==> config.mk <==
export PLATFORM = sky130hd
export DESIGN_NAME = duration_text_parser_unit
export DESIGN_NICKNAME = d
export VERILOG_FILES = /design/src/hw/rtl/dtp_pkg.sv /design/src/hw/rtl/duration_text_parser_unit.sv
export SDC_FILE = /design/constraint.sdc
export NUM_CORES = 1
export LEC_CHECK = 0
export ABC_AREA = 0
export BUFFER_PORTS_ARGS = -buffer_cell sky130_fd_sc_hd__buf_2
export CAP_MARGIN = 15
export CORE_MARGIN = 3
export CORE_UTILIZATION = 35
export CTS_CLUSTER_DIAMETER = 100
export DETAILED_ROUTE_END_ITERATION = 8
export PLACE_DENSITY = 0.54
export SYNTH_ARGS = -nofsm -noshare
export SYNTH_HDL_FRONTEND = slang
export SYNTH_SLANG_ARGS = --single-unit
==> constraint.sdc <==
create_clock -name i_clk -period 17.34 [get_ports i_clk]
set_clock_uncertainty 0.1 [all_clocks]
set_input_delay 2.601 -clock i_clk [delete_from_list [all_inputs] [get_ports i_clk]]
set_output_delay 2.601 -clock i_clk [all_outputs]
set_load 0.005 [all_outputs]
==> src/hw/rtl/dtp_pkg.sv <==
// Types and constants of the duration text parser.
`timescale 1ns / 1ps
`default_nettype none

package dtp_pkg;

    typedef struct packed {
        logic [7:0] char_code;
        logic       last_char;
    } t_in_item;

    typedef struct packed {
        logic [16:0] hours;
        logic [5:0]  minutes;
        logic [5:0]  seconds;
        logic [6:0]  hundredths;
        logic        malformed;
    } t_out_item;

    localparam logic [16:0] SEG_MAX    = 17'd99999;
    localparam logic [16:0] HOURS_MAX  = 17'd131071;

    localparam logic [7:0]  CHAR_COLON  = 8'h3A;
    localparam logic [7:0]  CHAR_PERIOD = 8'h2E;
    localparam logic [7:0]  CHAR_ZERO   = 8'h30;
    localparam logic [7:0]  CHAR_NINE   = 8'h39;

    // Reciprocals: q = (x * RECIP) >> SHIFT is exact for x below 2^17.
    localparam logic [17:0] RECIP_100  = 18'd167773;
    localparam int          SHIFT_100  = 24;
    localparam logic [17:0] RECIP_60   = 18'd139811;
    localparam int          SHIFT_60   = 23;

    localparam int          Q100_W     = 10;
    localparam int          Q60_W      = 11;

endpackage

`default_nettype wire

==> src/hw/rtl/duration_text_parser_unit.sv <==
// Duration text parser: character-stream front end and normalizing result pipeline.
`timescale 1ns / 1ps
`default_nettype none

// Takes one ASCII character of a [[h:]m:]s[.f] duration per transfer, one
// transfer per cycle while o_in_stall is low, and on the character flagged
// last produces one result with hundredths, seconds, minutes and saturating
// hours fully carried. The result passes one capture stage and four stages,
// the last being the output register. The divide by 100 and the two
// divides by 60 each use one constant-reciprocal multiply, and each remainder
// and carry is formed one stage after its divide; the last stage adds the
// carry into hours. The pipeline stalls stage by stage, so input is held only
// when every stage holds a result waiting on the output side.
// A colon after a period, or a third colon, gives malformed set and all fields zero.
module duration_text_parser_unit (
    input  wire logic               i_clk,
    input  wire logic               i_rst_n,
    input  wire logic               i_in_valid,
    input  wire dtp_pkg::t_in_item  i_in_data,
    output logic                    o_in_stall,
    output logic                    o_out_valid,
    output dtp_pkg::t_out_item      o_out_data,
    input  wire logic               i_out_stall
);
    import dtp_pkg::*;

    // parse state
    logic [16:0] r_acc, n_acc;
    logic        r_bad, n_bad;
    logic [16:0] r_older, n_older;
    logic [16:0] r_prev, n_prev;
    logic [16:0] r_whole, n_whole;
    logic [1:0]  r_colons, n_colons;
    logic        r_frac, n_frac;
    logic        r_err, n_err;

    // pipeline stages
    logic        r_v1, r_v2, r_v3, r_v4, r_out_v;
    logic [16:0] r_p1_h, r_p1_m, r_p1_s, r_p1_f;
    logic        r_p1_err;
    logic [16:0] r_p2_h, r_p2_m, r_p2_s, r_p2_f;
    logic [Q100_W-1:0] r_p2_fq;
    logic        r_p2_err;
    logic [16:0] r_p3_h, r_p3_m, r_p3_s;
    logic [6:0]  r_p3_fr;
    logic [Q60_W-1:0] r_p3_sq;
    logic        r_p3_err;
    logic [16:0] r_p4_h, r_p4_m;
    logic [5:0]  r_p4_sr;
    logic [6:0]  r_p4_fr;
    logic [Q60_W-1:0] r_p4_mq;
    logic        r_p4_err;
    t_out_item   r_out;

    logic rdy_out, rdy4, rdy3, rdy2, rdy1;
    logic in_xfer, push;

    // per-character update
    logic [19:0] w_acc_x10;
    logic [16:0] w_closed;
    logic [16:0] u_acc, u_older, u_prev, u_whole;
    logic        u_bad, u_frac, u_err;
    logic [1:0]  u_colons;
    logic [16:0] u_cur, f_h, f_m, f_s, f_f;

    // arithmetic between stages
    logic [34:0] w_f_prod, w_s_prod, w_m_prod;
    logic [16:0] w_s2, w_m3, w_fq_x100, w_sq_x60, w_mq_x60;
    logic [17:0] w_h_sum;
    logic [16:0] w_h_sat;

    assign rdy_out = !r_out_v || !i_out_stall;
    assign rdy4    = !r_v4 || rdy_out;
    assign rdy3    = !r_v3 || rdy4;
    assign rdy2    = !r_v2 || rdy3;
    assign rdy1    = !r_v1 || rdy2;

    assign o_in_stall = !rdy1;
    assign in_xfer    = i_in_valid && rdy1;
    assign push       = in_xfer && i_in_data.last_char;

    assign w_closed  = r_bad ? '0 : r_acc;
    assign w_acc_x10 = {3'b000, r_acc} * 20'd10 + {16'h0000, i_in_data.char_code[3:0]};

    always_comb begin
        u_acc    = r_acc;
        u_bad    = r_bad;
        u_older  = r_older;
        u_prev   = r_prev;
        u_whole  = r_whole;
        u_colons = r_colons;
        u_frac   = r_frac;
        u_err    = r_err;
        if (i_in_data.char_code == CHAR_COLON) begin
            if (r_frac || r_colons[1]) begin
                u_err = 1'b1;
            end else begin
                u_older  = r_prev;
                u_prev   = w_closed;
                u_colons = r_colons + 2'd1;
                u_acc    = '0;
                u_bad    = 1'b0;
            end
        end else if (i_in_data.char_code == CHAR_PERIOD) begin
            if (r_frac) begin
                u_bad = 1'b1;
            end else begin
                u_whole = w_closed;
                u_frac  = 1'b1;
                u_acc   = '0;
                u_bad   = 1'b0;
            end
        end else if (i_in_data.char_code >= CHAR_ZERO && i_in_data.char_code <= CHAR_NINE) begin
            u_acc = (w_acc_x10 > {3'b000, SEG_MAX}) ? SEG_MAX : w_acc_x10[16:0];
        end else begin
            u_bad = 1'b1;
        end

        // assign segments from the right
        u_cur = u_bad ? '0 : u_acc;
        f_s   = u_frac ? u_whole : u_cur;
        f_f   = u_frac ? u_cur : '0;
        f_h   = (u_colons == 2'd2) ? u_older : '0;
        f_m   = (u_colons != 2'd0) ? u_prev : '0;
    end

    // update parse state per transfer, clear it after the last character
    always_comb begin
        n_acc    = r_acc;
        n_bad    = r_bad;
        n_older  = r_older;
        n_prev   = r_prev;
        n_whole  = r_whole;
        n_colons = r_colons;
        n_frac   = r_frac;
        n_err    = r_err;
        if (in_xfer) begin
            if (i_in_data.last_char) begin
                n_acc    = '0;
                n_bad    = 1'b0;
                n_older  = '0;
                n_prev   = '0;
                n_whole  = '0;
                n_colons = '0;
                n_frac   = 1'b0;
                n_err    = 1'b0;
            end else begin
                n_acc    = u_acc;
                n_bad    = u_bad;
                n_older  = u_older;
                n_prev   = u_prev;
                n_whole  = u_whole;
                n_colons = u_colons;
                n_frac   = u_frac;
                n_err    = u_err;
            end
        end
    end

    always_ff @(posedge i_clk) begin
        if (!i_rst_n) begin
            r_acc    <= '0;
            r_bad    <= 1'b0;
            r_older  <= '0;
            r_prev   <= '0;
            r_whole  <= '0;
            r_colons <= '0;
            r_frac   <= 1'b0;
            r_err    <= 1'b0;
        end else begin
            r_acc    <= n_acc;
            r_bad    <= n_bad;
            r_older  <= n_older;
            r_prev   <= n_prev;
            r_whole  <= n_whole;
            r_colons <= n_colons;
            r_frac   <= n_frac;
            r_err    <= n_err;
        end
    end

    // stage arithmetic
    assign w_f_prod  = {18'h00000, r_p1_f} * {17'h00000, RECIP_100};
    assign w_fq_x100 = 17'(r_p2_fq) * 17'd100;
    assign w_s2      = r_p2_s + 17'(r_p2_fq);
    assign w_s_prod  = {18'h00000, w_s2} * {17'h00000, RECIP_60};
    assign w_sq_x60  = 17'(r_p3_sq) * 17'd60;
    assign w_m3      = r_p3_m + 17'(r_p3_sq);
    assign w_m_prod  = {18'h00000, w_m3} * {17'h00000, RECIP_60};
    assign w_mq_x60  = 17'(r_p4_mq) * 17'd60;
    assign w_h_sum   = {1'b0, r_p4_h} + 18'(r_p4_mq);
    assign w_h_sat   = (w_h_sum > {1'b0, HOURS_MAX}) ? HOURS_MAX : w_h_sum[16:0];

    always_ff @(posedge i_clk) begin
        if (!i_rst_n) begin
            r_v1    <= 1'b0;
            r_v2    <= 1'b0;
            r_v3    <= 1'b0;
            r_v4    <= 1'b0;
            r_out_v <= 1'b0;
        end else begin
            if (rdy1) r_v1 <= push;
            if (rdy2) r_v2 <= r_v1;
            if (rdy3) r_v3 <= r_v2;
            if (rdy4) r_v4 <= r_v3;
            if (rdy_out) r_out_v <= r_v4;
        end
    end

    always_ff @(posedge i_clk) begin
        if (rdy1) begin
            r_p1_h   <= f_h;
            r_p1_m   <= f_m;
            r_p1_s   <= f_s;
            r_p1_f   <= f_f;
            r_p1_err <= u_err;
        end
        // hundredths quotient
        if (rdy2) begin
            r_p2_h   <= r_p1_h;
            r_p2_m   <= r_p1_m;
            r_p2_s   <= r_p1_s;
            r_p2_f   <= r_p1_f;
            r_p2_fq  <= w_f_prod[SHIFT_100 +: Q100_W];
            r_p2_err <= r_p1_err;
        end
        // carry into seconds, hundredths remainder, seconds quotient
        if (rdy3) begin
            r_p3_h   <= r_p2_h;
            r_p3_m   <= r_p2_m;
            r_p3_s   <= w_s2;
            r_p3_fr  <= 7'(r_p2_f - w_fq_x100);
            r_p3_sq  <= w_s_prod[SHIFT_60 +: Q60_W];
            r_p3_err <= r_p2_err;
        end
        // carry into minutes, seconds remainder, minutes quotient
        if (rdy4) begin
            r_p4_h   <= r_p3_h;
            r_p4_m   <= w_m3;
            r_p4_sr  <= 6'(r_p3_s - w_sq_x60);
            r_p4_fr  <= r_p3_fr;
            r_p4_mq  <= w_m_prod[SHIFT_60 +: Q60_W];
            r_p4_err <= r_p3_err;
        end
        // carry into hours, minutes remainder, drop fields on a bad layout
        if (rdy_out) begin
            if (r_p4_err) begin
                r_out <= '{hours: '0, minutes: '0, seconds: '0, hundredths: '0,
                           malformed: 1'b1};
            end else begin
                r_out <= '{hours: w_h_sat, minutes: 6'(r_p4_m - w_mq_x60),
                           seconds: r_p4_sr, hundredths: r_p4_fr, malformed: 1'b0};
            end
        end
    end

    assign o_out_valid = r_out_v;
    assign o_out_data  = r_out;

endmodule

`default_nettype wire

==> summary.txt, run 1 <==
Logic synthesis
  – Synthesized area per cell: 11.1 µm²
  – Synth cell types: 88
  – Synth Instances: 2497
  – Top_reg_cell synth: edfxtp_1
  – Syn nets: 3148
  – Mapped Area: 27600 µm²
  – Register area share after synthesis: 36.3%
  – #FFs+latches synth: 360
  – EDFF count, synth: 282
  – Synth warn: 0
  – Post-synthesis async set-or-reset flop share: 0%

Floorplanning
  – Core area: 77800 µm²
  – Starting density of the core: 35.5%
  – Die Y: 287 µm
  – DIE AREA: 82300 µm²
  – FP Rows: 102
  – Ports: 52
  – Die width: 287 µm

Clock tree
  – CTS tree: yes
  – Clock Latency Late Sink: 0.57 ns
  – Cts bufs inserted: 40
  – Hold buffers post-CTS: 0
  – Clock tree sinks: 360
  – Clock transition at path regs: 0.06 ns
  – PostCTS Resize Cnt: 0
  – Setup Fix Bufs, Post-CTS: 0
  – Max Root-Sink Buffers: 3
  – H-tree Lvls: 2
  – Root Buffer: clkbuf_16

STA
  – Slew Viols, Final: 0
  – Max-slew headroom: 30.4%
  – Hold Slack: 0.299 ns
  – Final hold violations: 0
  – Worst slew pin tran: 1.04 ns
  – Post-layout min period: 8.73 ns
  – Tcrit/Tclk final: 50.3%
  – RSZ-0062 raised after global routing: false
  – Setup-failing EPs final: 0
  – Highest Clock Rate: 115 MHz
  – Setup_tns: 0 ns

Detailed routing
  – Drt pass-1 iters: 5
  – Final ANT Viol Nets: 0
  – WL final: 61.3 mm
  – Drt initial violations: 913
  – Post-route DRC: 0
  – Vias: 18000
  – Vias per cell: 4.96
  – Routed length per instance: 16.9 µm

Cells and area
  – Max reg flops: 37
  – Share of post-route cells with drive strength above 1: 6.72%
  – Filler Cells Inserted: 7497
  – Storage cell area: 10000 µm²
  – Most frequent cells in the layout: 450 x ha_1, 382 x inv_1, 282 x edfxtp_1, 188 x fa_1, 142 x nand2_1
  – Most common cell after layout, fill and taps aside: ha_1
  – Design area: 30500 µm²
  – Synthesis-to-layout area growth: 10.3%
  – Area occupied by multi-input gates: 15900 µm²
  – Nets: 3208

Placed design
  – Cell Area, Placed: 29100 µm²
  – HPWL Detailed: 48.8 mm
  – # port buffers: 51
  – Final Wtd Congestion: 0.881

Setup path
  – CP top delay family: compound AO/OA/AOI/OAI gates
  – Most frequent CP cell: a21oi_1
  – CP max FO: 4
  – Buf+Inv Stages, Crit Path: 2
  – Setup crit start kind: register
  – Max incr delay on CP: 0.58 ns
  – Critical path's slowest cell: a2111oi_0
  – Worst Path Required: 17.55 ns
  – Worst Path Arrival: 8.94 ns
  – Worst Setup Path Type: reg -> reg
  – CP Capture Type: register

Global routing
  – Remaining Overflow, GRT: 0
  – Initial antenna violation count: 2
  – First-pass GRT wire length: 99.9 mm
  – Global-route usage over all layers: 15.1%
  – Number of global-route vias before repair: 18700
  – Largest net degree at the start of global routing: 72

Job
  – Max_cap viols: 0

Power
  – Worst vdd ir: 60.1 µV
  – Total power: 1.79 mW
  – Static leakage: 15.1 nW
  – Pwr dens: 58.9 nW/µm²

Worst hold path
  – Hold Path Class: reg -> reg

Status
  – Status: finished, final reports clean
==> routing by layer <==
layer	GRT usage (%)	wire length [µm]	part of all wire [%]	up-vias
met3	2.03	2510	4.1	69
met2	25.7	29300	48	323
met1	20.5	28400	46	8810
li1	-	-	-	8796
met4	3.67	1060	1.7	0
met5	0	0	0	-
==> worst register-to-register path, delay by kind of cell (launching register included) <==
family	cells	cell delay, ns
adder cells (fa/ha/maj)	9	3.41
XOR/XNOR	2	0.25
AND/OR/NAND/NOR	3	0.33
buffers and inverters	2	0.12
AO/OA/AOI/OAI	16	3.83
flip-flops	1	0.45
==> report_power, final <==
| group | internal [mW] | switching (mW) |
|---|---|---|
| Clock | 0.490 | 0.353 |
| Combinational | 0.0102 | 0.0185 |
| Sequential | 0.920 | 0.00249 |
==> cell type report <==
cell class / instances / share of cell area, %
multi-input cells: 1696 / 52.3
flip-flops and latches: 360 / 32.9
inverters: 385 / 4.74
well taps: 1040 / 4.27
clock buffers: 53 / 3.55
repair buffers: 74 / 1.39
clock inverters: 21 / 0.789
diodes: 2 / 0.0164
==> synth_stat cells (all sizes together), types with 3 or more instances <==
master / n / area (µm²)
a31oi: 7 / 43.8
dfxtp: 78 / 1560
a21oi: 137 / 693
buf: 6 / 33.8
nor3b: 5 / 37.5
nand2b: 18 / 113
a211o: 8 / 70.1
a21boi: 8 / 60.1
nand2: 145 / 544
o311ai: 3 / 26.3
a311oi: 5 / 43.8
nor3: 25 / 130
nor4: 3 / 18.8
mux2: 3 / 37.5
o21a: 17 / 128
a2111oi: 5 / 70.1
nand4: 10 / 62.6
or2: 11 / 68.8
and4: 3 / 31.3
edfxtp: 282 / 8470
inv: 384 / 1440
a21o: 32 / 240
clkbuf: 50 / 188
xnor2: 79 / 692
o2111ai: 7 / 61.3
o31a: 4 / 35.0
o22ai: 6 / 51.3
a22oi: 61 / 458
fa: 188 / 3760
nand3b: 7 / 52.6
or3: 4 / 30.0
xor2: 35 / 307
ha: 450 / 5630
a211oi: 12 / 95.1
nor2b: 90 / 563
o211ai: 8 / 70.1
o31ai: 8 / 65.1
o21bai: 13 / 97.6
o21ai: 100 / 516
nand3: 32 / 160
nor2: 87 / 327
and2: 10 / 65.1
a22o: 6 / 52.6
and3: 14 / 87.6
==> path summary, 6_finish.rpt <==
| kind | slack, ns | start | end | cells past startpoint |
|---|---|---|---|---|
| setup / recovery | 8.61 | r_p2_fq[0] | r_p3_sq[10] | 32 |
| hold / removal | 0.30 | r_p1_m[1] | r_p2_m[1] | 0 |
| setup reg to reg | 8.61 | r_p2_fq[0] | r_p3_sq[10] | 32 |
| hold reg to reg | 0.30 | r_p1_m[1] | r_p2_m[1] | 0 |
==> kinds of logic after synthesis <==
logic type      count (synthesis)  synth area share (%)
flops                         360                  36.3
compound gates                467                  11.2
simple gates                  471                  8.53
buf+inv                       441                  6.04
fa+ha+maj                     638                  34.0
xor+xnor                      115                  3.70
mux                             5                 0.208
==> per-stage QoR <==
step / util, % / setup WS [ns] / cells
final: 39.1 / 8.61 / 3631
after global routing: 39.1 / 7.86 / 3629
after CTS: 39.1 / 8.60 / 3627
after detailed placement: 37.4 / 8.60 / 3553
after global placement: 37.4 / 8.77 / 3553
after floorplan: - / 8.64 / 2497
Note: power is estimated with default switching activity, not from simulation.
==> run 2, diff against run 1 <==
==> constraint.sdc (replaced) <==
create_clock -name i_clk -period 8.85 [get_ports i_clk]
set_clock_uncertainty 0.1 [all_clocks]
set_input_delay 1.3275 -clock i_clk [delete_from_list [all_inputs] [get_ports i_clk]]
set_output_delay 1.3275 -clock i_clk [all_outputs]
set_load 0.005 [all_outputs]
==> summary.txt, run 2 (same netlist as run 1, synthesis figures left out) <==
Status
  – Status: finished, final reports clean

Floorplanning
  – FP Rows: 102 (unchanged)
  – Die Y: 287 µm (unchanged)
  – Starting density of the core: 35.5% (unchanged)
  – Ports: 52 (unchanged)
  – Core area: 77800 µm² (unchanged)
  – DIE AREA: 82300 µm² (unchanged)
  – Die width: 287 µm (unchanged)

Cells and area
  – Synthesis-to-layout area growth: 10.5%
  – Most common cell after layout, fill and taps aside: ha_1
  – Most frequent cells in the layout: 450 x ha_1, 382 x inv_1, 282 x edfxtp_1, 188 x fa_1, 142 x nand2_1
  – Nets: 3209 (+0.031%)
  – Util after Layout: 39.2% (+0.088 points)
  – Max reg flops: 37 (unchanged)
  – Layout Cells excl Fill: 3630 (-0.028%)
  – Share of post-route cells with drive strength above 1: 6.95% (+0.23 points)
  – Filler Cells Inserted: 7507 (+0.13%)

Clock tree
  – CTS tree: yes
  – Cts bufs inserted: 39 (-2.5%)
  – Clock Latency Late Sink: 0.57 ns (about the same)
  – Clock tree sinks: 360 (unchanged)
  – Root Buffer: clkbuf_16
  – Max Root-Sink Buffers: 3 (unchanged)
  – H-tree Lvls: 2 (unchanged)
  – Hold buffers post-CTS: 0 (unchanged)
  – Clock transition at path regs: 0.06 ns (about the same)

Setup path
  – Setup crit start kind: register
  – Critical path's slowest cell: fa_1
  – Worst Path Required: 9.07 ns (-8.48 ns)
  – Max incr delay on CP: 0.51 ns (-0.07 ns)
  – Worst Path Arrival: 8.57 ns (-0.37 ns)
  – CP top delay family: compound AO/OA/AOI/OAI gates
  – CP max FO: 3 (-1)
  – Worst Setup Path Type: reg -> reg
  – CP Capture Type: register
  – Buf+Inv Stages, Crit Path: 2 (unchanged)

Power
  – Pwr dens: 116 nW/µm² (+97%)
  – Worst vdd ir: 119 µV (+98%)
  – Total power: 3.54 mW (+97%)
  – Static leakage: 15.2 nW (+0.16%)

STA
  – Final hold violations: 0 (unchanged)
  – Tcrit/Tclk final: 94.4% (+44 points)
  – Worst slew pin tran: 1.13 ns (+0.0888 ns)
  – Post-layout min period: 8.35 ns (-0.376 ns)
  – RSZ-0062 raised after global routing: false
  – Setup_tns: 0 ns (unchanged)
  – Highest Clock Rate: 120 MHz (+4.5%)
  – Max-slew headroom: 24.0% (-6.4 points)
  – Slew Viols, Final: 0 (unchanged)
  – Setup-failing EPs final: 0 (unchanged)
  – Hold Slack: 0.295 ns (-0.00377 ns)

Detailed routing
  – Drt pass-1 iters: 5 (unchanged)
  – Routed length per instance: 16.9 µm (+0.30%)
  – Drt initial violations: 875 (-4.2%)
  – Met1 WL: 28.4 mm (about the same)
  – Vias per cell: 4.93 (-0.51%)
  – Met3 wire len: 2.70 mm (+7.4%)
  – Vias: 17900 (-0.54%)
  – Final ANT Viol Nets: 0 (unchanged)
  – Met2 routed WL: 29.2 mm (-0.44%)
  – Uppermost layer routed: met4
  – WL final: 61.5 mm (+0.27%)
  – Post-route DRC: 0 (unchanged)

Placed design
  – HPWL Detailed: 48.8 mm (-0.10%)
  – Placed insts: 3555 (+0.056%)
  – Final Wtd Congestion: 0.879 (-0.23%)
  – # port buffers: 51 (unchanged)

Global routing
  – Remaining Overflow, GRT: 0 (unchanged)
  – Number of global-route vias before repair: 18500 (-0.73%)
  – Global-route usage over all layers: 15.1% (about the same)
  – Initial antenna violation count: 1 (-1)
  – First-pass GRT wire length: 99.9 mm (about the same)
  – Largest net degree at the start of global routing: 72 (unchanged)

Job
  – Max_cap viols: 0 (unchanged)

Worst hold path
  – Hold Path Class: reg -> reg
==> run 2: cell types whose count changed in the layout (fill, tap and decap cells not counted), moves of 3 or more <==
cell / previous run / this run
clkinv_1: 6 / 3
clkbuf_1: 10 / 14
buf_4: 21 / 24
a21oi_2: 2 / 7
a21oi_1: 135 / 130
==> run 2: repair_timing <==
action | 4_1_cts | 5_1_grt
setup endpoints to repair | 0 | 9
gates resized for setup | 0 | 13
setup buffers | 0 | 1
==> run 2: worst register-to-register path, delay by kind of cell (launching register included) <==
kind,cells,cell delay (ns)
adder cells (fa/ha/maj),8,2.96
AO/OA/AOI/OAI,17,3.71
XOR/XNOR,1,0.09
buffers and inverters,2,0.11
AND/OR/NAND/NOR,5,0.74
flip-flops,1,0.42
==> run 2: final timing paths <==
kind | cells after the start | start | to | slack [ns]
worst max register to register | 33 | r_p3_sq[1] | r_p4_mq[9] | 0.50
worst min-delay path | 0 | r_p1_m[10] | r_p2_m[10] | 0.30
worst min register to register | 0 | r_p1_m[10] | r_p2_m[10] | 0.30
worst max-delay path | 33 | r_p3_sq[1] | r_p4_mq[9] | 0.50
==> run 2: metal layers <==
layer / up-vias / global-route usage, %
met5: - / 0
met4: 0 / 3.73
met3: 72 / 2.08
met2: 338 / 25.6
met1: 8713 / 20.5
li1: 8778 / -
==> run 2: where the power goes <==
| group | leakage (nW) | internal, mW | switching (mW) |
|---|---|---|---|
| clock | 0.641 | 1.00 | 0.680 |
| combinational | 10.4 | 0.0200 | 0.0361 |
| sequential | 4.11 | 1.80 | 0.00481 |
| total | 15.2 | 2.82 | 0.721 |
==> run 2: area by class of cell <==
| class | instances | area [µm²] | area share, % |
|---|---|---|---|
| multi-input combinational | 1696 | 16000 | 52.3 |
| sequential | 360 | 10000 | 32.9 |
| inverter | 385 | 1450 | 4.73 |
| tap | 1040 | 1300 | 4.26 |
| clock buffer | 58 | 1110 | 3.63 |
| timing repair buffer | 76 | 440 | 1.44 |
| clock inverter | 14 | 228 | 0.746 |
| antenna | 1 | 2.50 | 0.00820 |
==> run 2: per-stage QoR <==
step	cell area, µm²	setup slack [ns]
3_3_place_gp	29100	0.340
2_1_floorplan	27600	0.908
5_1_grt	30500	0.0231
4_1_cts	30500	0.127
3_5_place_dp	29100	0.146
6_report	30500	0.500
